===== config.mk =====
export PLATFORM = sky130hd
export DESIGN_NAME = sli3d_div_cell
export DESIGN_NICKNAME = d
export VERILOG_FILES = /design/src/rtl/core/sli3d_pkg.sv /design/src/rtl/core/sli3d_div_cell.sv
export SDC_FILE = /design/constraint.sdc
export NUM_CORES = 1
export LEC_CHECK = 0
export BUFFER_PORTS_ARGS = -buffer_cell sky130_fd_sc_hd__buf_2
export CORE_AREA = 2 2 208 210
export CTS_CLUSTER_DIAMETER = 150
export DETAILED_ROUTE_END_ITERATION = 10
export DIE_AREA = 0 0 210 212
export GPL_TIMING_DRIVEN = 0
export SLEW_MARGIN = 20
export SYNTH_ARGS = -nofsm -noshare
export SYNTH_HDL_FRONTEND = slang
export SYNTH_SLANG_ARGS = --single-unit

===== constraint.sdc =====
create_clock -name clock -period 15.05 [get_ports clock]
set_input_delay 3.7625 -clock clock [delete_from_list [all_inputs] [get_ports clock]]
set_output_delay 3.7625 -clock clock [all_outputs]
set_load 0.05 [all_outputs]

===== src/rtl/core/sli3d_pkg.sv =====
// Package for the 3D segment/line intersection block.
// Widths, item structs and pipeline payload types; no dependencies.
package sli3d_pkg;

   localparam int COORD_BITS = 16;
   localparam int FRAC_BITS  = 16;
   localparam int OUT_W      = 32;
   localparam int DIFF_W     = COORD_BITS + 1;       // coordinate differences
   localparam int CR_W       = 2 * DIFF_W + 1;       // cross product terms
   localparam int COP_P_W    = DIFF_W + CR_W;        // dc * n products
   localparam int COP_W      = COP_P_W + 2;          // dot(dc, n)
   localparam int SQ_P_W     = 2 * CR_W;             // n * n, m * n products
   localparam int DOT_W      = SQ_P_W + 2;           // |n|^2, dot(m, n)
   localparam int REM_W      = DOT_W + 1;
   localparam int Q_W        = FRAC_BITS + 1;
   localparam int NCELL      = FRAC_BITS + 1;
   localparam int MUL_W      = Q_W + 1 + DIFF_W;

   typedef logic signed [COORD_BITS-1:0] coord_type;
   typedef logic signed [DIFF_W-1:0]     diff_type;
   typedef logic signed [OUT_W-1:0]      fix_type;

   typedef struct packed {
      coord_type a_start_x;
      coord_type a_start_y;
      coord_type a_start_z;
      coord_type a_end_x;
      coord_type a_end_y;
      coord_type a_end_z;
      coord_type b_start_x;
      coord_type b_start_y;
      coord_type b_start_z;
      coord_type b_end_x;
      coord_type b_end_y;
      coord_type b_end_z;
   } req_item_type;

   typedef struct packed {
      logic    hit;
      fix_type cross_x;
      fix_type cross_y;
      fix_type cross_z;
   } rsp_item_type;

   // payload handed from one divider cell to the next
   typedef struct packed {
      logic                    ok;
      logic [REM_W-1:0]        rem;
      logic [DOT_W-1:0]        den;
      logic [Q_W-1:0]          q;
      logic [2:0][COORD_BITS-1:0] a1;
      logic [2:0][DIFF_W-1:0]  da;
   } div_data_type;

endpackage


===== src/rtl/core/sli3d_div_cell.sv =====
// One restoring-division cell: settles one quotient bit and passes on.
// Depends on sli3d_pkg.
module sli3d_div_cell import sli3d_pkg::*; (
   input  logic         clock,
   input  logic         reset,
   input  logic         up_valid,
   input  div_data_type up_data,
   output logic         up_ready,
   output logic         dn_valid,
   input  logic         dn_ready,
   output div_data_type dn_data
);

   logic         valid_ff;
   div_data_type data_ff, data_in;
   logic         ge;
   logic [REM_W-1:0] diff;

   always_comb begin
      ge   = up_data.rem >= {1'b0, up_data.den};
      diff = ge ? (up_data.rem - {1'b0, up_data.den}) : up_data.rem;
      data_in     = up_data;
      data_in.rem = {diff[REM_W-2:0], 1'b0};
      data_in.q   = {up_data.q[Q_W-2:0], ge};
   end

   assign up_ready = !valid_ff || dn_ready;
   assign dn_valid = valid_ff;
   assign dn_data  = data_ff;

   always_ff @(posedge clock) begin
      if (reset) begin
         valid_ff <= 1'b0;
      end else if (up_ready) begin
         valid_ff <= up_valid;
      end
      if (up_ready) begin
         data_ff <= data_in;
      end
   end

endmodule


-- Word level (Yosys, flattened, before mapping)
Index checks and enable logic that the tools add are counted.
- add/subtract/negate cells: 1
- reduce and logical (&&, ||, !) cells: 2
- $lt $le $gt $ge: 1
- multiplexer cells: 1
- operators by type and width (cell ; count):
    73-bit by 72-bit greater-or-equal comparator with 1-bit output ; 1
    72-bit 2-to-1 mux ; 1
    72-bit subtractor ; 1
    1-bit zero test ; 1
    1-bit logical OR ; 1
- register bits: 262
- input bits: 266

-- Logic depth before layout (Yosys ltp)
- word-level depth: 2
- mapped depth: 15
- gate-level depth less buffers: 12

-- Worst setup path after synthesis
OpenSTA, ideal clock, no wires.
- path type: input port to output port
- start: input dn_ready
- end: output up_ready
- path slack: 0.915 ns
- arrival: 10.373 ns
- stages: 1
- cells stage by stage: nand2b_1
- longest elaborated chain between the ends: 1
- RTL lines (what ; RTL line ; source):
    from (decl) ; sli3d_div_cell.sv:10 ; input logic dn_ready,
    1-bit logical OR ; sli3d_div_cell.sv:27 ; assign up_ready = !valid_ff || dn_ready;
    to (decl) ; sli3d_div_cell.sv:8 ; output logic up_ready,
Every way passes these cells.

-- Final worst setup path
Ends and elaborated chain as after synthesis.

==> results.md <==
- Pin count of the biggest net entering global routing: 61
- Post-Syn Area per Cell: 11.3 um^2
- Share of cells above drive strength 1: 0.356
- Number of global-route vias before repair: 11,600
- DR iter-0 viols: 687
- Most used cell along the critical path: buf_2
- Critical Path RT: 11.29 ns
- Worst relative slew slack: 0.330
- Fin crit period: 8.91 ns
- Pwr Total: 2.42 mW
- Switching share of power: 0.359
- Dpl cells: 2,277
- Pleak: 8.11 nW
- Fin util: 0.425
- Peak-usage layer in the global routing report: met2
- Initial Utilization: 0.320
- Clock Skews: 0.0191 ns
- Synthesized net count: 1,539
- Drt drc: 0
- Sink Count: 262
- Met3 Track Usage GR: 0.0502
- FF-to-FF End: dn_data[72]
- Hold Buf Count CTS: 0
- Clock Tree Buf Depth: 3
- Post-CTS Resized: 0
- Least-Margin Pin Slew: 0.997 ns
- Final std cells w/o fill: 2,337
- Slew Limit Fails: 0
- Worst Hold Slack: 1.15 ns
- Initial antenna violation count: 21
- Reg-to-reg slack, setup: 13.06 ns
- Detailed Routing Iterations Pass 1: 5
- Fillcell total: 4,118
- Drt total wl: 49,000 um
- Combinational share of power: 0.303
- PD cells: 134 nW/um^2
- Hold EP: dn_data[42]
- Worst r2r src: dn_valid
- ANT nets after route: 0
- Gr ovfl total: 0
- Crit Path Class: input pin to primary output
- Global-route wire length before repair: 70,000 um
- Crit start category: input pin
- Synth Flop Type: edfxtp_1
- Placement Setup Slack: 6.12 ns
- HPWL after detailed placement: 39,800 um
- F_max: 112 MHz
- EDFF count, synth: 261
- Critical path data arrival time: 5.15 ns
- Clk pwr share: 0.316
- Status: finished, final reports clean
- Detailed-route via count: 11,700
- I/O pin count: 530
- CTS root buffer: clkbuf_16
- Cells after Synth: 1,200
- Slowest library cell on the worst path: nand2b_4
- Internal power: 1.55 mW
- Critical Path Max Stage Delay: 0.60 ns
- Syn-to-layout area delta: 33.0%
- Reg2Reg Depth: 3
- Final GP Congestion: 0.860
- Setup TNS: 0 ns
- Floorplan die height: 212 um
- Final worst slack: 6.14 ns
- CP cell instances: buf_2 > nand2b_4 > buf_16 > buf_2
- Num rows: 76
- Max VDD drop: 0.0000837 V
- Die area: 44,500 um^2
- # setup viols final: 0
- Cell Area, Placed: 17,000 um^2
- Hold Crit Depth: 1
- Async set-or-reset flop fraction in the synthesized netlist: 0
- GR Layer Usage met1: 0.244
- Most common cell after layout, fill and taps aside: buf_2
- H-tree depth: 1
- Crit path max fanout: 54
- Clock Latency Late Sink: 0.57 ns
- Final Hold Vio Count: 0
- Flop pwr share: 0.381
- Final non-filler cell area: 18,100 um^2
- RSZ-0062 raised after global routing: no
- Hold Crit Start: dn_valid
- Detailed-route wire length per cell: 21.0 um
- NetSw: 0.868 mW
- IO Port Bufs: 527
- Register area share after synthesis: 0.578
- Leading cell types in the layout, fill and taps excluded: buf_2, edfxtp_1, nand2_1, inv_1, a21oi_1
- Maxcap violations: 0
- CTS Buf Count: 29
- Worst-path clk slew: 0.06 ns
- Distinct cells, synth: 74
- Crit share post-route: 0.592
- GR Util met2: 0.377
- CTS tree: done
- Cell Area, Synth: 13,600 um^2
- GRT Util Overall: 0.209
- Via/cell ratio: 4.99
- Number of post-CTS setup repair buffers: 0
- YS warnings: 0
- Final net count: 2,101
- Hold/Removal Path Class: register to register
- Core ar.: 42,500 um^2
- CP endpoint kind: primary output
- Number of register bits inferred by synthesis: 262
- Die width: 210 um
## registers in the layout (all words and copies together) (netlist names)
register  flops
dn_data     261
dn_valid      1
## cells in the mapped netlist, drive strengths merged (16+ instances only)
cell,instances,area [um^2]
a21o,28,210
a21oi,101,505
buf,30,185
edfxtp,261,7840
ha,72,901
inv,102,383
nand2,142,533
nand4,28,181
nor2,51,191
nor3,17,90.1
o21a,16,120
o21ai,117,589
o31ai,20,174
xnor2,34,298
xor2,19,166
## cell families after synthesis
group | synth area share
multiplexers | 0.00239
other | 0.000276
adder cells (fa/ha/maj) | 0.0678
flip-flops | 0.578
AO/OA/AOI/OAI | 0.164
XOR/XNOR | 0.0342
AND/OR/NAND/NOR | 0.108
buffers and inverters | 0.0446
## worst max-delay path by stage
stage,depth (start not counted),startpoint,slack [ns],endpoint
floorplan,1,dn_ready,0.91,up_ready
global placement,3,dn_ready,-2.78,up_ready
detailed placement,4,dn_ready,6.12,up_ready
CTS,4,dn_ready,6.12,up_ready
global route,4,dn_ready,6.06,up_ready
finish,4,dn_ready,6.14,up_ready
## worst max-delay path: cells and delay by family
family	cells	cell delay [ns]
buffers and inverters	3	0.73
AND/OR/NAND/NOR	1	0.60
## metal layers
layer	wire length, um	vias up
met5	53	-
met1	19300	5562
met3	3420	84
met2	25100	421
met4	1020	8
li1	-	5590
## area by class of cell
| class | instances | area [um^2] | share of cell area |
|---|---|---|---|
| well taps | 546 | 683 | 0.0378 |
| repair buffers | 531 | 2750 | 0.152 |
| inverters | 102 | 383 | 0.0212 |
| clock inverters | 15 | 205 | 0.0114 |
| plain buffers | 40 | 223 | 0.0123 |
| diodes | 6 | 15.0 | 0.000831 |
| clock buffers | 39 | 813 | 0.0450 |
| multi-input cells | 796 | 5130 | 0.284 |
| flip-flops and latches | 262 | 7860 | 0.435 |
## power groups by stage
stage,Combinational (mW),Sequential [mW],Clock [mW]
floorplan,0.229,1.24,0
global placement,0.730,0.948,0
detailed placement,0.736,0.937,0
CTS,0.738,0.923,0.787
global route,0.784,0.929,0.811
finish,0.734,0.922,0.765
Note: power is estimated with default switching activity, not from simulation.
